File: src/sv/edpq_ram.sv
// generic simple dual-port ram with registered read
module edpq_ram #(
    parameter int WIDTH = 8,
    parameter int DEPTH = 16
) (
    input  logic                     aclk,
    input  logic                     we,
    input  logic [$clog2(DEPTH)-1:0] waddr,
    input  logic [WIDTH-1:0]         wdata,
    input  logic                     re,
    input  logic [$clog2(DEPTH)-1:0] raddr,
    output logic [WIDTH-1:0]         rdata
);

    logic [WIDTH-1:0] mem [DEPTH];

    always_ff @(posedge aclk) begin
        if (we) begin
            mem[waddr] <= wdata;
        end
        if (re) begin
            rdata <= mem[raddr];
        end
    end

endmodule

File: config.mk
export PLATFORM = sky130hd
export DESIGN_NAME = edpq_ram
export DESIGN_NICKNAME = d
export VERILOG_FILES = /design/src/sv/edpq_ram.sv
export SDC_FILE = /design/constraint.sdc
export NUM_CORES = 1
export LEC_CHECK = 0
export BUFFER_PORTS_ARGS = -buffer_cell sky130_fd_sc_hd__buf_2
export CORE_UTILIZATION = 60
export CTS_CLUSTER_DIAMETER = 150
export DETAILED_ROUTE_END_ITERATION = 8
export GPL_TIMING_DRIVEN = 0
export HOLD_SLACK_MARGIN = 0.15
export PLACE_DENSITY = 0.78
export REMOVE_ABC_BUFFERS = 1
export SLEW_MARGIN = 15
export SYNTH_ARGS = -nofsm -noshare
export SYNTH_HDL_FRONTEND = slang
export SYNTH_SLANG_ARGS = --single-unit
export TNS_END_PERCENT = 20
File: constraint.sdc
create_clock -name aclk -period 2.15 [get_ports aclk]
set_input_delay 0.215 -clock aclk [delete_from_list [all_inputs] [get_ports aclk]]
set_output_delay 0.215 -clock aclk [all_outputs]
set_load 0.1 [all_outputs]
==> impl_metrics.env, run 1 <==
export IMPL_status="completed"
export IMPL_nFillCells=470
export IMPL_finalCritPeriodShare_pct=87.1
export IMPL_wl_per_cell_um=25.3
export IMPL_final_max_slew_viol_count=0
export IMPL_hp_start="waddr[0]"
export IMPL_rows=33
export IMPL_grt_usage_pct=24.6
export IMPL_finalClockSkew_ns=0.00745
export IMPL_yosys_warnings=0
export IMPL_synthMuxAreaShare_pct=14.8
export IMPL_avgSynthCellArea_um2=22.8
export IMPL_drc=0
export IMPL_ios=27
export IMPL_grt_antenna_before_repair=0
export IMPL_powerDensity_nw_per_um2=1090
export IMPL_p_sw_mw=1.33
export IMPL_reg2reg_depth=3
export IMPL_hold_path_class="input pin to flip-flop"
export IMPL_grt_max_degree=33
export IMPL_synth_compound_area_share_pct=2.30
export IMPL_cp_depth=4
export IMPL_synth_fa_ha_area_share_pct=0
export IMPL_total_leakage_power_nw=2.11
export IMPL_p_comb_share_pct=5.3
export IMPL_cts_resized_gates=0
export IMPL_reg2reg_from="mem[9][4]"
export IMPL_grt_pass1_wl_um=14600
export IMPL_grt_overflow_total=0
export IMPL_clockPowerShare_pct=50.3
export IMPL_holdWs_ns=0.215
export IMPL_fin_nets=295
export IMPL_synthCells=229
export IMPL_tritoncts="yes"
export IMPL_fmax_ghz=0.534
export IMPL_drive_gt1_share_pct=27.7
export IMPL_numCtsBuffers=17
export IMPL_min_to="mem[4][3]"
export IMPL_cp_slowest_stage_delay_ns=0.77
export IMPL_rsz0062_at_grt="false"
export IMPL_grtUsageMet1_pct=32.5
export IMPL_seq_power_share_pct=44.3
export IMPL_gp_congestion=0.699
export IMPL_dpl_cell_area_um2=5430
export IMPL_ys_ff_latch=136
export IMPL_clk_path_buf_depth=2
export IMPL_clockRootBuffer="clkbuf_8"
export IMPL_path_class="input pin to flip-flop"
export IMPL_gr_usage_met2_pct=38.6
export IMPL_hold_violations=0
export IMPL_cts_setup_buffers=0
export IMPL_cp_buffers_inverters=1
export IMPL_slew_headroom_pct=30.6
export IMPL_insertion_delay_ns=0.52
export IMPL_critPathTopFamily="buffers and inverters"
export IMPL_required_ns=2.40
export IMPL_p_int_mw=5.45
export IMPL_cp_slowest_cell="buf_2"
export IMPL_ff_latch_area_um2=4080
export IMPL_finalInstanceArea_um2=6230
export IMPL_cts_hold_buffers_added=11
export IMPL_post_route_min_period_ns=1.87
export IMPL_via_per_inst=6.32
export IMPL_core_area_um2=8340
export IMPL_synthSimpleGateAreaFrac_pct=3.14
export IMPL_rr_endpoint="rdata[4]"
export IMPL_num_vias=2491
export IMPL_diodes=0
export IMPL_initial_core_util_pct=62.7
export IMPL_final_antenna_net_count=0
export IMPL_firstDrtPassIters=4
export IMPL_grt_pass1_vias=2535
export IMPL_cp_arrival_ns=2.12
export IMPL_die_area_um2=9090
export IMPL_critPathLaunch="raddr[0]"
export IMPL_ir_drop_uv=1020
export IMPL_r2r_setup_slack_ns=0.58
export IMPL_path_cells="buf_2, mux4_1, a22oi_1, nand2_1"
export IMPL_clk_pin_slew_ns=0.06
export IMPL_crit_fanout=32
export IMPL_synth_seq_area_share_pct=78.1
export IMPL_critPathLaunchType="input pin"
export IMPL_finalNonFillerCells=394
export IMPL_drt_iter0_drc=192
export IMPL_die_w_um=95.3
export IMPL_worst_pin_slew_ns=1.04
export IMPL_cts_sinks=136
export IMPL_swShare_pct=19.6
export IMPL_hold_depth=2
export IMPL_synth_top_family_by_area="multiplexers"
export IMPL_multiInputGateArea_um2=1080
export IMPL_total_power_mw=6.78
export IMPL_dpl_hpwl_um=5250
export IMPL_synth_xor_area_share_pct=0
export IMPL_yosysUniqueCellTypes=18
export IMPL_routed_wl_um=9970
export IMPL_syn_to_final_growth_pct=19.3
export IMPL_setup_viol=0
export IMPL_critPathCaptureType="flip-flop"
export IMPL_io_buffers=26
export IMPL_fp_dieH_um=95.3
export IMPL_gr_usage_met3_pct=7.26
export IMPL_synth_area_um2=5230
export IMPL_htreeDepth=4
export IMPL_dp_cells=351
export IMPL_grt_busiest_layer="met2"
export IMPL_max_cap_violations=0
-- synth_stat cells --
cell type        count  area share, %
a22oi_1             16            2.3
and2_1               1           0.12
and2b_1              1           0.14
buf_2                3           0.29
buf_4                1           0.14
buf_6                3           0.65
clkdlybuf4s25_2      3           0.57
edfxtp_1           136             78
mux4_1              14            7.0
mux4_2              18            7.8
nand2_1              9           0.65
nand2b_1             2           0.24
nand3_1              1          0.096
nand3b_1             2           0.29
nor2_1              13           0.93
nor2b_1              1           0.12
nor3_1               4           0.38
or3b_2               1           0.17
-- stage by stage --
step	TNS (ns)	utilization [%]	worst slack, ns
after floorplan	0	-	0.442
after global placement	-2.84	64.8	-0.232
after detailed placement	-1.41	65.1	-0.237
after CTS	0	74.8	0.300
after global routing	0	74.8	0.207
final	0	74.8	0.277
-- area by class of cell --
class	instances	area share [%]
clock buffers	18	6.70
well taps	105	2.11
clock inverters	14	4.44
multi-input cells	83	17.3
repair buffers	38	3.97
flip-flops and latches	136	65.5
-- cells by family after synthesis --
| family | after synthesis |
|---|---|
| compound gates | 16 |
| simple gates | 35 |
| buf+inv | 10 |
| mux | 32 |
| flops | 136 |
-- sequential cells by signal, summed over array words and instances (netlist names) --
register and count:
mem 128, rdata 8
-- per-layer routing --
layer	part of all wire [%]	up-vias
met3	7.8	13
met4	1.5	0
met5	0	-
met1	39	1279
li1	-	1077
met2	52	122
-- placed cells by master, fill, tap and decap left out, types with 2 or more instances in the layout --
cell / instances
a22oi_1: 16
buf_2: 26
bufinv_16: 8
clkbuf_16: 16
clkinv_2: 3
clkinv_4: 2
dlygate4sd3_1: 11
edfxtp_1: 136
mux4_1: 14
mux4_2: 18
nand2_1: 9
nand2b_1: 2
nand3b_1: 2
nor2_1: 13
nor3_2: 4
-- power by group through the flow --
stage / Sequential, mW / Combinational (mW) / Clock (mW)
floorplan: 3.15 / 0.119 / 0
global placement: 3.05 / 0.338 / 0
detailed placement: 3.06 / 0.347 / 0
finish: 3.00 / 0.362 / 3.41
global route: 3.01 / 0.382 / 3.54
CTS: 3.00 / 0.365 / 3.43
-- worst max-delay path by stage --
stage / end / slack (ns)
floorplan: mem[0][0] / 0.44
global placement: rdata[4] / -0.23
detailed placement: rdata[5] / -0.24
CTS: rdata[4] / 0.30
global route: rdata[4] / 0.21
finish: rdata[4] / 0.28
-- worst reg2reg max path, stage by stage, from the launching register on --
cell	delay, ns
edfxtp_1	0.34
mux4_1	0.52
a22oi_1	0.30
nand2_1	0.14
(Power assumes the default switching activity.)
==> run 2: changes to the inputs <==
--- a/config.mk
+++ b/config.mk
@@ -5,7 +5,7 @@
 export SDC_FILE = /design/constraint.sdc
 export NUM_CORES = 1
 export LEC_CHECK = 0
-export BUFFER_PORTS_ARGS = -buffer_cell sky130_fd_sc_hd__buf_2
+export BUFFER_PORTS_ARGS = -buffer_cell sky130_fd_sc_hd__buf_4
 export CORE_UTILIZATION = 60
 export CTS_CLUSTER_DIAMETER = 150
 export DETAILED_ROUTE_END_ITERATION = 8
==> run 2 against run 1 <==
Non-clock buffer count did not move. Sequential power barely moved. Sequential share of layout area rose by 0.29 points. Utilization fell by 0.33 points. Global-route usage fell by 0.42 points. Clock skew fell by 0.00099 ns. Register-to-register slack improved by 0.03 ns. Wire length fell by 3.8%. Cell count did not move. Final area fell by 0.44%. Count of clock-buffer cells in the layout did not move. Critical path depth did not move. Critical path type unchanged. Largest cell class unchanged.
==> impl_metrics.env, run 2 (same netlist as run 1, synthesis figures left out) <==
export IMPL_hold_path_class="input pin to flip-flop"
export IMPL_nFillCells=468
export IMPL_htreeDepth=4
export IMPL_rsz0062_at_grt="false"
export IMPL_final_max_slew_viol_count=0
export IMPL_grt_overflow_total=0
export IMPL_largest_reg_flops=128
export IMPL_cp_depth=4
export IMPL_clk_pin_slew_ns=0.06
export IMPL_final_antenna_net_count=0
export IMPL_worst_pin_slew_ns=0.934
export IMPL_cp_endpoint="mem[4][2]"
export IMPL_critPathLaunchType="input pin"
export IMPL_cp_slowest_stage_delay_ns=0.87
export IMPL_fp_dieH_um=95.3
export IMPL_gr_usage_met2_pct=38.2
export IMPL_finalCritPeriodShare_pct=83.9
export IMPL_grt_antenna_before_repair=0
export IMPL_dpl_hpwl_um=5420
export IMPL_setup_viol=0
export IMPL_fin_nets=295
export IMPL_rr_endpoint="rdata[4]"
export IMPL_diodes=0
export IMPL_rows=33
export IMPL_post_route_util_pct=74.4
export IMPL_clk_path_buf_depth=2
export IMPL_drc=0
export IMPL_grt_busiest_layer="met2"
export IMPL_cp_arrival_ns=1.97
export IMPL_grt_pass1_wl_um=14400
export IMPL_grt_usage_pct=24.2
export IMPL_total_leakage_power_nw=2.07
export IMPL_grt_pass1_vias=2564
export IMPL_r2r_setup_slack_ns=0.61
export IMPL_ff_latch_area_um2=4080
export IMPL_crit_fanout=8
export IMPL_path_cells="dlygate4sd3_1, buf_4, nor3_2, dlygate4sd3_1"
export IMPL_drt_iter0_drc=137
export IMPL_grt_max_degree=33
export IMPL_post_route_min_period_ns=1.80
export IMPL_clockRootBuffer="clkbuf_8"
export IMPL_required_ns=2.32
export IMPL_die_w_um=95.3
export IMPL_largestRegisters="mem (128), rdata (8)"
export IMPL_total_power_mw=6.30
export IMPL_status="completed"
export IMPL_finalClockSkew_ns=0.00646
export IMPL_firstDrtPassIters=4
export IMPL_hold_violations=0
export IMPL_ir_drop_uv=724
export IMPL_top_register="mem"
export IMPL_slew_headroom_pct=37.5
export IMPL_syn_to_final_growth_pct=18.7
export IMPL_numCtsBuffers=17
export IMPL_final_cell_mix="edfxtp_1 (136), buf_4 (26), mux4_2 (18), a22oi_1 (16), clkbuf_16 (16)"
export IMPL_fmax_ghz=0.554
export IMPL_cp_buffers_inverters=3
export IMPL_reg2reg_depth=3
export IMPL_cts_sinks=136
export IMPL_layout_commonest_cell="edfxtp_1"
export IMPL_path_class="input pin to flip-flop"
export IMPL_gp_congestion=0.736
export IMPL_critPathLaunch="waddr[1]"
export IMPL_grtUsageMet1_pct=31.5
export IMPL_critPathCaptureType="flip-flop"
export IMPL_cp_slowest_cell="dlygate4sd3_1"
export IMPL_die_area_um2=9090
export IMPL_io_buffers=26
export IMPL_core_area_um2=8340
export IMPL_gr_usage_met3_pct=5.90
export IMPL_wl_per_cell_um=24.4
export IMPL_reg2reg_from="mem[8][4]"
export IMPL_num_vias=2438
export IMPL_multiInputGateArea_um2=1080
export IMPL_via_per_inst=6.19
export IMPL_initial_core_util_pct=62.7
export IMPL_ios=27
export IMPL_powerDensity_nw_per_um2=1010
export IMPL_drive_gt1_share_pct=27.0
export IMPL_routed_wl_um=9600
export IMPL_tritoncts="yes"
export IMPL_critPathTopFamily="buffers and inverters"
export IMPL_max_cap_violations=0
export IMPL_insertion_delay_ns=0.52
export IMPL_cp_common_cell="dlygate4sd3_1"
[run 2: changes by cell type in the layout (fill, tap and decap cells not counted)]
cell / before / now
buf_2: 26 / 0
bufinv_16: 8 / 4
dlygate4sd3_1: 11 / 12
clkinv_1: 1 / 2
buf_4: 1 / 26
clkinvlp_4: 0 / 4
clkinv_4: 2 / 1
[run 2: how the worst min path moves through the flow]
stage / startpoint / end / slack (ns) / cells past startpoint
CTS: waddr[2] / mem[0][0] / 0.25 / 3
global route: waddr[2] / mem[0][0] / 0.27 / 3
detailed placement: re / rdata[4] / 0.51 / 1
finish: waddr[3] / mem[0][0] / 0.26 / 3
floorplan: wdata[0] / mem[0][0] / 0.31 / 0
global placement: re / rdata[3] / 0.50 / 1
[run 2: layer usage]
metal | wire length [um] | part of all wire [%]
met4 | 213 | 2.2
met2 | 4950 | 52
met3 | 664 | 6.9
met5 | 0 | 0
met1 | 3770 | 39
[run 2: repair_timing]
action,in CTS,in global routing
resized for setup,0,0
endpoints found under the hold margin,168,0
setup buffers,0,0
hold buffers,12,0
[run 2: per-stage QoR]
step                      instances  instance area [um^2]  TNS [ns]  setup WS [ns]  hold WS (ns)
final                           394                  6210         0          0.345         0.261
after global routing            394                  6210         0          0.291         0.274
after CTS                       394                  6210         0          0.342         0.246
after detailed placement        350                  5490         0          0.115         0.508
after global placement          350                  5470    -0.910         -0.114         0.500
after floorplan                 219                  5140         0          0.442         0.314
[run 2: layout make-up]
type                            instances  area share (%)
Timing Repair Buffer                   38            5.08
Sequential cell                       136            65.8
Clock buffer                           18            6.73
Multi-Input combinational cell         83            17.4
Clock inverter                         14            2.92
Tap cell                              105            2.12
[run 2: where the power goes]
| group | switching, mW | internal [mW] |
|---|---|---|
| clock network | 1.05 | 1.87 |
| logic | 0.245 | 0.133 |
| registers | 0.0159 | 2.99 |
[run 2: worst register-to-register path, delay by kind of cell (launching register included)]
family,cells,cell delay [ns]
AOI/OAI and AO/OA,1,0.26
muxes,1,0.51
DFF,1,0.36
and+or+nand+nor,1,0.14
