## src/sv/edpq_pkg.sv

```systemverilog
// shared types and constants of the error-diffused predictive quantizer
package edpq_pkg;

    localparam int MAX_WIDTH = 4096;
    localparam int COL_W     = $clog2(MAX_WIDTH);
    localparam int CNT_W     = COL_W + 1;
    localparam int CH        = 4;
    localparam int PIX_W     = 8;
    localparam int ERR_W     = 9;
    localparam int TAG_W     = 16;
    localparam int SUM_W     = 16;
    localparam int D_W       = 10;
    localparam int T_W       = 12;
    localparam int TMAG_W    = 10;
    localparam int DIV_CNT_W = $clog2(TMAG_W);

    typedef enum logic [2:0] {
        REG_WIDTH,
        REG_HEIGHT,
        REG_STEP,
        REG_BIAS,
        REG_ROUND,
        REG_MAXDEV,
        REG_CLAMP
    } cfg_idx_t;

    typedef logic signed [ERR_W-1:0] err_t;

    // per-column history: last output pixel, newest error with its row, the error before it
    typedef struct packed {
        logic [CH-1:0][PIX_W-1:0] pix;
        logic [CH-1:0][ERR_W-1:0] e0;
        logic [TAG_W-1:0]         tag0;
        logic [CH-1:0][ERR_W-1:0] e1;
    } hist_t;

    typedef struct packed {
        logic sum;
        logic start;
        logic step;
    } lane_ctl_t;

    typedef struct packed {
        err_t             c_m1;
        err_t             c_m2;
        err_t             p_m2;
        err_t             p_m1;
        err_t             p_0;
        err_t             p_p1;
        err_t             p_p2;
        err_t             o_m1;
        err_t             o_0;
        err_t             o_p1;
        logic [PIX_W-1:0] above;
        logic [PIX_W-1:0] left;
    } lane_win_t;

    typedef struct packed {
        logic [7:0]        step;
        logic signed [8:0] h;
        logic [9:0]        rnd;
        logic [9:0]        maxdev;
        logic [7:0]        clamp;
        logic              clamp_en;
    } lane_cfg_t;

endpackage

```

## src/sv/edpq_lane.sv

```systemverilog
// one channel lane: diffusion sum, predictor, iterative modulo and final selection
module edpq_lane (
    input  logic                        aclk,
    input  edpq_pkg::lane_ctl_t         ctl,
    input  edpq_pkg::lane_win_t         win,
    input  edpq_pkg::lane_cfg_t         cfg,
    input  logic [edpq_pkg::PIX_W-1:0]  pix_in,
    output logic [edpq_pkg::PIX_W-1:0]  pix_out,
    output edpq_pkg::err_t              err_out
);
    import edpq_pkg::*;

    function automatic logic signed [SUM_W-1:0] sx(input err_t e);
        return SUM_W'(e);
    endfunction

    logic signed [SUM_W-1:0] dsum, dbias;
    logic [SUM_W-1:0]        dmag, dq;
    logic signed [D_W-1:0]   d_calc;
    logic [PIX_W-1:0]        a_calc;

    logic signed [D_W-1:0]   d_reg;
    logic [PIX_W-1:0]        a_reg, v_reg;
    logic signed [T_W-1:0]   t_reg;
    logic                    neg_reg;
    logic [TMAG_W-1:0]       mag_reg;
    logic [7:0]              rem_reg;

    logic signed [T_W-1:0]   t_calc, t_abs, r_s, q0, q1, a_s, hi, lo, e_s;
    logic [8:0]              trial;
    logic [7:0]              rem_next;
    logic signed [T_W:0]     dev, mdv;
    logic                    bad, pass;

    always_comb begin
        dsum = 16'sd5 * sx(win.c_m1) + 16'sd3 * sx(win.c_m2)
             + 16'sd2 * sx(win.p_m2) + 16'sd4 * sx(win.p_m1) + 16'sd5 * sx(win.p_0)
             + 16'sd4 * sx(win.p_p1) + 16'sd2 * sx(win.p_p2)
             + 16'sd2 * sx(win.o_m1) + 16'sd3 * sx(win.o_0) + 16'sd2 * sx(win.o_p1);
        // rounding term takes the sign of the sum, then divide by 32 toward zero
        if (dsum < 0) begin
            dbias = dsum - $signed({{(SUM_W-10){1'b0}}, cfg.rnd});
        end else begin
            dbias = dsum + $signed({{(SUM_W-10){1'b0}}, cfg.rnd});
        end
        dmag = dbias[SUM_W-1] ? SUM_W'(-dbias) : SUM_W'(dbias);
        dq   = dmag >> 5;
        d_calc = dbias[SUM_W-1] ? -$signed(D_W'(dq)) : $signed(D_W'(dq));
        a_calc = PIX_W'(({1'b0, win.above} + {1'b0, win.left}) >> 1);
    end

    always_comb begin
        t_calc = $signed({4'b0, v_reg}) + T_W'(d_reg) + T_W'(cfg.h)
               - $signed({4'b0, a_reg});
        t_abs  = (t_calc < 0) ? -t_calc : t_calc;
        trial  = {rem_reg, mag_reg[TMAG_W-1]};
        rem_next = (trial >= {1'b0, cfg.step}) ? 8'(trial - {1'b0, cfg.step}) : trial[7:0];
    end

    always_ff @(posedge aclk) begin
        if (ctl.sum) begin
            d_reg <= d_calc;
            a_reg <= a_calc;
            v_reg <= pix_in;
        end
        if (ctl.start) begin
            t_reg   <= t_calc;
            neg_reg <= t_calc < 0;
            mag_reg <= t_abs[TMAG_W-1:0];
            rem_reg <= '0;
        end
        if (ctl.step) begin
            rem_reg <= rem_next;
            mag_reg <= {mag_reg[TMAG_W-2:0], 1'b0};
        end
    end

    always_comb begin
        // remainder carries the sign of t, as a truncating modulo does
        r_s  = neg_reg ? -$signed({4'b0, rem_reg}) : $signed({4'b0, rem_reg});
        a_s  = $signed({4'b0, a_reg});
        q0   = t_reg - r_s + a_s;
        hi   = a_s + $signed({4'b0, cfg.clamp});
        lo   = a_s - $signed({4'b0, cfg.clamp});
        q1   = q0;
        if (cfg.clamp_en) begin
            if (q0 > hi) begin
                q1 = hi;
            end else if (q0 < lo) begin
                q1 = lo;
            end
        end
        dev  = (T_W+1)'(q1) - $signed({5'b0, v_reg});
        mdv  = $signed({3'b0, cfg.maxdev});
        bad  = (q1 < 0) || (q1 > 12'sd255) || (dev > mdv) || (-dev > mdv);
        pass = (v_reg == '0) || (v_reg == '1);
        e_s  = $signed({4'b0, v_reg}) - q1;
        if (pass || bad) begin
            pix_out = v_reg;
            err_out = '0;
        end else begin
            pix_out = q1[PIX_W-1:0];
            err_out = ERR_W'(e_s);
        end
    end

endmodule

```

## config.mk

```make
export PLATFORM = sky130hd
export DESIGN_NAME = edpq_lane
export DESIGN_NICKNAME = d
export VERILOG_FILES = /design/src/sv/edpq_pkg.sv /design/src/sv/edpq_lane.sv
export SDC_FILE = /design/constraint.sdc
export NUM_CORES = 1
export LEC_CHECK = 0
export ABC_AREA = 1
export ABC_CLOCK_PERIOD_IN_PS = 19300
export BUFFER_PORTS_ARGS = -buffer_cell sky130_fd_sc_hd__buf_4
export CAP_MARGIN = 30
export CELL_PAD_IN_SITES_DETAIL_PLACEMENT = 0
export CELL_PAD_IN_SITES_GLOBAL_PLACEMENT = 1
export CORE_MARGIN = 5
export CORE_UTILIZATION = 49
export DETAILED_ROUTE_END_ITERATION = 12
export PLACE_DENSITY = 0.95
export SETUP_SLACK_MARGIN = 0.15
export SLEW_MARGIN = 20
export SYNTH_ARGS = -nofsm -noshare
export SYNTH_HDL_FRONTEND = slang
export SYNTH_SLANG_ARGS = --single-unit
```

## constraint.sdc

```tcl
create_clock -name aclk -period 19.3 [get_ports aclk]
set_clock_uncertainty 0.15 [all_clocks]
set_input_delay 2.895 -clock aclk [delete_from_list [all_inputs] [get_ports aclk]]
set_output_delay 2.895 -clock aclk [all_outputs]
set_load 0.02 [all_outputs]
```

==> flow_summary_export.csv, run 1 <==
group,metric,value,unit
sta,report.final.slew_viol_count,0,
logic_synthesis,synth_cells,1717,
floorplanning,rows,61,
logic_synthesis,synth-simple-area-share,0.155,
detailed_routing,route.detailed.drc,0,
sta,period_minus_slack,13.03,ns
sta,timing.final.setup_violations,0,
logic_synthesis,ys_types,49,
place,numPortBuffers,180,
clocking,clock_sinks,56,
logic_synthesis,synth_edf_count,55,
finish,antenna_cells,0,
detailed_routing,vias_per_cell,4.93,
setup_path,cp-end-kind,"primary output",
logic_synthesis,synth_async_sr_flop_share,0,
job,maxCapViolCount,0,
global_routing,grt.overflow.total,0,
finish,largest_register_ffs,12,
global_routing,antenna_found_initial,2,
finish,final_layout_size_suffix_gt1_frac,0.127,
logic_synthesis,netlist_area,13600,sq um
detailed_routing,ant_nets,0,
run_status,status,"complete, no violations",
global_routing,grt_pass1_vias,11600,
floorplanning,core,27600,sq um
clocking,cts_tree,"built",
clocking,clkSlewWorstSetupHoldPaths,0.08,ns
place,pre_cts_slack,6.42,ns
logic_synthesis,yosysSeqAreaShare,0.123,
finish,multi_input_area,10100,sq um
floorplanning,die_w,176,um
sta,worstMarginPinSlew,0.723,ns
floorplanning,ios,181,
logic_synthesis,ys.flop_type,"edfxtp_1",
setup_path,path_max_fanout,17,
clocking,cts_hold_buffers,0,
finish,regArea,1670,sq um
clocking,root_buffer,"clkbuf_16",
logic_synthesis,synthXorXnorAreaFrac,0.0728,
sta,timing_hold_violations_final,0,
sta,relSlewSlack,0.517,
clocking,cts_max_path_buffers,2,
clocking,clk-insertion-delay-late,0.30,ns
clocking,htreeDepth,2,
setup_path,worst-setup-path-type,"in2out",
logic_synthesis,yosys_warnings,0,
logic_synthesis,yosys-top-cells-area,"fa_1, ha_1, inv_1",
finish,design_area,15500,sq um
setup_path,start_kind,"input pin",
floorplanning,die_area,31100,sq um
min_path,worstHoldPathType,"reg2reg",
detailed_routing,wl_per_cell,14.4,um
finish,synthToLayoutAreaGrowth,14.1,%
finish,nNetsFinal,2423,
setup_path,crit_slowest_cell,"ha_1",
detailed_routing,drt_iter0_drc,515,
place,place_area,15400,sq um
sta,rsz0062_at_grt,"false",
logic_synthesis,synth_top_area_cell,"fa_1",
floorplanning,die_h,176,um
setup_path,arrival,9.98,ns
logic_synthesis,syn_avg_cell_area,7.91,sq um
logic_synthesis,synth_compound_area_frac,0.0912,
logic_synthesis,synth_top_family_by_area,"adder cells",
logic_synthesis,synthAdderAreaFrac,0.422,
setup_path,cp.required,16.26,ns
logic_synthesis,synthMuxAreaShare,0,
global_routing,grt_max_degree,27,
clocking,postCtsSetupBuffers,0,
global_routing,grt_pass1_wl,54600,um
setup_path,max_stage_delay,0.43,ns
sta,post-route-worst-setup-slack,6.27,ns
sta,period_share,0.675,
sta,finalSetupTns,0,ns
detailed_routing,first_pass_iters,5,
sta,fmax,76.8,MHz
setup_path,crit_buf_inv,6,
setup_path,path_common_cell,"nand2_1",
detailed_routing,vias,11200,
floorplanning,start_util,0.493,
finish,fillers,2612,
setup_path,cpLargestDelayFamily,"simple AND/OR/NAND/NOR gates",
logic_synthesis,synth_nets,2246,
logic_synthesis,netlist_top_cells_count,"inv_1, nand2_1, ha_1, fa_1, a21oi_1",
logic_synthesis,ys_ff_latch,56,
sta,hold-worst-slack,0.346,ns
logic_synthesis,synth.most_common_cell,"inv_1",
logic_synthesis,yosysTopAreaCellShare,0.229,
place,dpl.hpwl,29600,um
clocking,numCtsBuffers,5,
detailed_routing,routed_wl,32800,um
global_routing,track_usage,0.215,
place,gp_congestion,0.955,
clocking,post_cts_resized,0,
[per-layer routing]
layer  track usage  share of wire  up-vias
met5             0        0.00043        -
met4        0.0422          0.020        4
met3        0.0353          0.052       44
li1              -              -     5666
met1         0.265           0.42     5263
met2         0.400           0.51      228
[placed cells by master, fill, tap and decap left out, types with 25 or more instances in the layout]
cell	count
xor2_1	86
edfxtp_1	55
nand3_1	53
buf_4	180
nor2_1	66
ha_1	210
inv_1	475
a21oi_1	99
nand2_1	277
xnor2_1	25
o21ai_0	60
fa_1	155
[worst paths after layout]
path	from	endpoint	slack [ns]	cells after the start
max	cfg[3]	pix_out[4]	6.27	48
min	mag_reg[0]	mag_reg[0]	0.35	2
max reg2reg	a_reg[1]	mag_reg[4]	14.47	19
min reg2reg	mag_reg[0]	mag_reg[0]	0.35	2
[metrics by stage]
step                instances   util
finish                   2273  0.562
global route             2273  0.562
CTS                      2273  0.562
detailed placement       2265  0.557
global placement         2265  0.557
floorplan                1717      -
[final cells by class]
class,count,area share
clock buffer,6,0.00832
clock inverter,2,0.000888
inverter,478,0.116
multi-input combinational,1173,0.649
sequential,56,0.108
tap,378,0.0305
timing repair buffer,180,0.0872
[cells by family (layout without fill, tap and decap cells)]
logic type               after synthesis  after routing
flip-flops                            56             56
AO/OA/AOI/OAI                        216            216
adder cells (fa/ha/maj)              365            365
AND/OR/NAND/NOR                      480            480
XOR/XNOR                             112            112
buffers and inverters                488            666
[worst register-to-register path: stages (launching register included)]
cell and delay [ns]:
edfxtp_1 0.60, fa_1 0.56, inv_1 0.06, fa_1 0.51, ha_1 0.19, fa_1 0.22, a21oi_1 0.08, o21bai_1 0.20
a21oi_1 0.09, o21ai_0 0.30, a21oi_1 0.14, o21a_1 0.21, o21bai_1 0.13, a21oi_1 0.09, or2_2 0.27, nand2_1 0.22
inv_1 0.12, or2_2 0.30, nor2_1 0.08, o21ai_0 0.09
Power of run 1 is left out: the tool's default activity adds up to more than one toggle a clock period on the data nets, which glitch-free logic cannot reach.
==> run 2: changes to the inputs <==
--- a/config.mk
+++ b/config.mk
@@ -5,16 +5,16 @@
 export SDC_FILE = /design/constraint.sdc
 export NUM_CORES = 1
 export LEC_CHECK = 0
-export ABC_AREA = 1
-export ABC_CLOCK_PERIOD_IN_PS = 19300
+export ABC_AREA = 0
+export ABC_CLOCK_PERIOD_IN_PS = 12800
 export BUFFER_PORTS_ARGS = -buffer_cell sky130_fd_sc_hd__buf_4
 export CAP_MARGIN = 30
 export CELL_PAD_IN_SITES_DETAIL_PLACEMENT = 0
 export CELL_PAD_IN_SITES_GLOBAL_PLACEMENT = 1
 export CORE_MARGIN = 5
-export CORE_UTILIZATION = 49
+export CORE_UTILIZATION = 46
 export DETAILED_ROUTE_END_ITERATION = 12
-export PLACE_DENSITY = 0.95
+export PLACE_DENSITY = 0.91
 export SETUP_SLACK_MARGIN = 0.15
 export SLEW_MARGIN = 20
 export SYNTH_ARGS = -nofsm -noshare
==> constraint.sdc (replaced) <==
create_clock -name aclk -period 12.8 [get_ports aclk]
set_clock_uncertainty 0.15 [all_clocks]
set_input_delay 1.92 -clock aclk [delete_from_list [all_inputs] [get_ports aclk]]
set_output_delay 1.92 -clock aclk [all_outputs]
set_load 0.02 [all_outputs]
==> flow_summary_export.csv, run 2 <==
group,metric,value,unit
run_status,status,"complete, no violations",
logic_synthesis,synth_top_family_by_area,"adder cells",
logic_synthesis,synth_cells,1477,
setup_path,ff2ff_setup_slack,7.72,ns
detailed_routing,wl_per_cell,15.4,um
logic_synthesis,syn_avg_cell_area,8.98,sq um
setup_path,ff2ff_path_depth,17,
sta,rsz0062_at_grt,"false",
floorplanning,core,28600,sq um
global_routing,grt_pass1_vias,11100,
min_path,min_to,"mag_reg[0]",
sta,period_minus_slack,12.17,ns
place,numPortBuffers,180,
finish,antenna_cells,0,
clocking,clk-insertion-delay-late,0.30,ns
logic_synthesis,yosys_warnings,0,
finish,multi_input_area,10200,sq um
finish,largest_register_ffs,12,
detailed_routing,route.detailed.drc,0,
clocking,cts_max_path_buffers,2,
detailed_routing,drt_iter0_drc,397,
floorplanning,die_h,180,um
job,maxCapViolCount,0,
setup_path,cp.required,10.73,ns
sta,timing.final.setup_violations,0,
finish,regArea,1670,sq um
clocking,cts_hold_buffers,0,
place,gp_congestion,0.933,
sta,report.final.slew_viol_count,0,
clocking,cts_tree,"built",
detailed_routing,vias,10400,
logic_synthesis,synth_nets,2006,
global_routing,antenna_found_initial,0,
logic_synthesis,synth_edf_count,55,
sta,relSlewSlack,0.407,
sta,worstMarginPinSlew,0.890,ns
sta,post-route-worst-setup-slack,0.631,ns
finish,fillers,2610,
sta,timing_hold_violations_final,0,
logic_synthesis,yosys-top-cells-area,"fa_1, ha_1, edfxtp_1",
sta,finalSetupTns,0,ns
setup_path,worst-setup-path-type,"in2out",
floorplanning,rows,62,
floorplanning,ios,181,
finish,final_cell_mix,"inv_1, ha_1, buf_4",
detailed_routing,first_pass_iters,6,
logic_synthesis,yosysSeqAreaShare,0.126,
logic_synthesis,ys_ff_latch,56,
detailed_routing,vias_per_cell,5.10,
sta,period_share,0.951,
logic_synthesis,synthAdderAreaFrac,0.432,
logic_synthesis,synthMuxAreaShare,0.0103,
detailed_routing,ant_nets,0,
logic_synthesis,ys_types,77,
min_path,holdCritStartpoint,"mag_reg[0]",
logic_synthesis,synth_async_sr_flop_share,0,
global_routing,grt_pass1_wl,52300,um
place,pre_cts_slack,0.472,ns
finish,synthToLayoutAreaGrowth,15.8,%
clocking,numCtsBuffers,5,
floorplanning,start_util,0.464,
global_routing,grt_max_degree,29,
clocking,clock_sinks,56,
setup_path,max_stage_delay,0.51,ns
clocking,htreeDepth,2,
logic_synthesis,synth_compound_area_frac,0.139,
place,dpl.hpwl,28200,um
logic_synthesis,ys.flop_type,"edfxtp_1",
floorplanning,die_area,32300,sq um
logic_synthesis,synth_top_area_cell,"fa_1",
logic_synthesis,synth.most_common_cell,"inv_1",
min_path,min_path_cells,2,
global_routing,grt.overflow.total,0,
clocking,root_buffer,"clkbuf_16",
clocking,clkSlewWorstSetupHoldPaths,0.08,ns
setup_path,path_max_fanout,8,
setup_path,arrival,10.10,ns
logic_synthesis,netlist_area,13300,sq um
logic_synthesis,yosysTopAreaCellShare,0.234,
global_routing,track_usage,0.194,
finish,final_layout_size_suffix_gt1_frac,0.144,
setup_path,reg2reg_from,"a_reg[1]",
finish,nNetsFinal,2193,
setup_path,r2r-end,"mag_reg[9]",
min_path,worstHoldPathType,"reg2reg",
setup_path,start_kind,"input pin",
finish,final_core_util,0.537,
logic_synthesis,synthXorXnorAreaFrac,0.0805,
setup_path,cp-end-kind,"primary output",
sta,fmax,82.2,MHz
detailed_routing,routed_wl,31600,um
finish,final_common_cell,"inv_1",
logic_synthesis,synth-simple-area-share,0.101,
setup_path,crit_slowest_cell,"or4b_1",
logic_synthesis,netlist_top_cells_count,"inv_1, ha_1, fa_1, a21oi_1, xnor2_1",
floorplanning,die_w,180,um
## run 2: how the worst max path moves through the flow
stage | startpoint | end | cells past startpoint
after global placement | cfg[2] | pix_out[7] | 41
after global routing | cfg[2] | pix_out[0] | 42
after detailed placement | cfg[2] | pix_out[7] | 41
final | cfg[2] | pix_out[1] | 41
after floorplan | win[36] | d_reg[8] | 45
after CTS | rem_reg[0] | pix_out[7] | 44
## run 2: per-stage QoR
step	area, sq um	hold WS [ns]	instances
6_report	15400	0.365	2049
5_1_grt	15400	0.408	2049
4_1_cts	15200	0.366	2036
3_5_place_dp	15000	0.359	2028
3_3_place_gp	15000	0.334	2028
2_1_floorplan	13300	0.322	1477
## run 2: critical path: cells and delay by family
kind	cells	cell delay, ns
AOI/OAI and AO/OA	22	4.05
xor gates and xnor gates	3	0.74
adders and majority gates	4	1.30
buffers and inverters	5	0.71
muxes	1	0.16
and+or+nand+nor	6	1.19
## run 2: what timing repair did
action                                  CTS  global route
setup buffers                             0            13
gates resized for setup                   0             9
endpoints found under the setup margin    0            17
## run 2: final cells by class
cell class | count | area share
inverter | 375 | 0.0916
clock inverter | 2 | 0.00252
multi-input combinational | 1031 | 0.661
clock buffer | 6 | 0.00839
timing repair buffer | 195 | 0.0961
sequential | 56 | 0.109
tap | 384 | 0.0313
## run 2: metal layers
metal | track usage | vias up | routed length, um
met3 | 0.0354 | 41 | 1830
met5 | 0 | - | 0
li1 | - | 5186 | -
met2 | 0.353 | 251 | 15900
met1 | 0.241 | 4970 | 13300
met4 | 0.0375 | 0 | 559
## run 2: cells by family (layout without fill, tap and decap cells)
| kind of cell | Yosys count | after routing |
|---|---|---|
| buffers and inverters | 390 | 578 |
| flip-flops | 56 | 56 |
| adder cells (fa/ha/maj) | 365 | 365 |
| AO/OA/AOI/OAI | 274 | 274 |
| XOR/XNOR | 119 | 119 |
| multiplexers | 13 | 13 |
| AND/OR/NAND/NOR | 260 | 260 |
Power of run 2 is left out for the same reason.
==> run 3: changes to the inputs <==
--- a/config.mk
+++ b/config.mk
@@ -6,7 +6,7 @@
 export NUM_CORES = 1
 export LEC_CHECK = 0
 export ABC_AREA = 0
-export ABC_CLOCK_PERIOD_IN_PS = 12800
+export ABC_CLOCK_PERIOD_IN_PS = 12500
 export BUFFER_PORTS_ARGS = -buffer_cell sky130_fd_sc_hd__buf_4
 export CAP_MARGIN = 30
 export CELL_PAD_IN_SITES_DETAIL_PLACEMENT = 0
==> constraint.sdc (replaced) <==
create_clock -name aclk -period 12.5 [get_ports aclk]
set_clock_uncertainty 0.15 [all_clocks]
set_input_delay 1.875 -clock aclk [delete_from_list [all_inputs] [get_ports aclk]]
set_output_delay 1.875 -clock aclk [all_outputs]
set_load 0.01 [all_outputs]
==> flow_summary_export.csv, run 3 (same netlist as run 2, synthesis figures left out) <==
group,metric,value,unit
setup_path,path_max_fanout,16,
global_routing,grt_pass1_wl,51900,um
sta,worstMarginPinSlew,0.928,ns
setup_path,max_stage_delay,0.48,ns
detailed_routing,wl_met3,1900,um
finish,largest_register_ffs,12,
setup_path,cp.required,10.47,ns
sta,timing.final.setup_violations,0,
floorplanning,die_h,180,um
sta,period_share,0.940,
global_routing,grt_max_degree,29,
detailed_routing,routed_wl,31200,um
floorplanning,core,28600,sq um
detailed_routing,drt_iter0_drc,498,
setup_path,cp-end-kind,"primary output",
finish,final_cell_mix,"inv_1, ha_1, buf_4",
detailed_routing,wl_met1,13200,um
floorplanning,ios,181,
detailed_routing,first_pass_iters,5,
floorplanning,die_area,32300,sq um
clocking,numCtsBuffers,5,
clocking,htreeDepth,2,
detailed_routing,route.detailed.drc,0,
finish,antenna_cells,0,
setup_path,start_kind,"input pin",
sta,timing_hold_violations_final,0,
clocking,clock_sinks,56,
setup_path,worst-setup-path-type,"in2out",
sta,report.final.slew_viol_count,0,
place,dpl.hpwl,28000,um
floorplanning,start_util,0.464,
clocking,clkSlewWorstSetupHoldPaths,0.08,ns
run_status,status,"complete, no violations",
detailed_routing,vias_per_cell,5.14,
global_routing,track_usage,0.191,
setup_path,crit_slowest_cell,"or4b_1",
sta,rsz0062_at_grt,"false",
clocking,cts_hold_buffers,0,
detailed_routing,ant_nets,0,
finish,synthToLayoutAreaGrowth,15.4,%
sta,relSlewSlack,0.381,
detailed_routing,wl_per_cell,15.3,um
setup_path,arrival,9.72,ns
finish,nNetsFinal,2188,
place,gp_congestion,0.947,
finish,final_common_cell,"inv_1",
place,numPortBuffers,180,
sta,fmax,85.1,MHz
sta,period_minus_slack,11.75,ns
finish,design_area,15300,sq um
global_routing,grt.overflow.total,0,
floorplanning,die_w,180,um
clocking,cts_tree,"built",
global_routing,grt_pass1_vias,11000,
place,place_area,15100,sq um
finish,final_layout_size_suffix_gt1_frac,0.145,
global_routing,antenna_found_initial,0,
clocking,root_buffer,"clkbuf_16",
sta,finalSetupTns,0,ns
detailed_routing,dr.max_layer_used,"met4",
clocking,clk-insertion-delay-late,0.29,ns
detailed_routing,vias,10500,
job,maxCapViolCount,0,
floorplanning,rows,62,
clocking,cts_max_path_buffers,2,
detailed_routing,wl_met2,15700,um
min_path,worstHoldPathType,"reg2reg",
[run 3: timing repair]
item                                    CTS  global route
endpoints found under the setup margin    0            18
gates resized for setup                   0            13
setup buffers                             0             7
[run 3: worst paths after layout]
path                                  from         end  slack (ns)  cells after the start
worst max-delay path                cfg[2]  err_out[2]        0.75                     42
worst min-delay path            mag_reg[0]  mag_reg[0]        0.37                      2
worst max register to register    a_reg[1]  mag_reg[9]        7.37                     17
worst min register to register  mag_reg[0]  mag_reg[0]        0.37                      2
[run 3: final cells by class]
cell class	instances	area [sq um]
fill	2547	13300
multi-input combinational	1031	10200
sequential	56	1670
timing repair buffer	190	1440
inverter	375	1410
tap	384	480
clock buffer	6	129
clock inverter	2	13.8
[run 3: through the flow]
step	hold slack (ns)	std cells	util	setup WS [ns]
global route	0.397	2044	0.535	0.131
CTS	0.368	2037	0.531	0.202
finish	0.369	2044	0.535	0.752
global placement	0.332	2029	0.526	0.483
detailed placement	0.357	2029	0.526	0.307
floorplan	0.322	1477	-	0.982
[run 3: layer usage]
layer / global-route usage / up-vias
met4: 0.0338 / 0
met2: 0.348 / 247
met5: 0 / -
li1: - / 5178
met3: 0.0372 / 34
met1: 0.239 / 5045
[run 3: critical path: cells and delay by family]
family                     cells  cell delay, ns
AOI/OAI and AO/OA             20            3.47
xor gates and xnor gates       2            0.50
adders and majority gates      4            1.30
buffers and inverters          5            0.64
and+or+nand+nor               11            1.93
Power of run 3 is left out for the same reason.
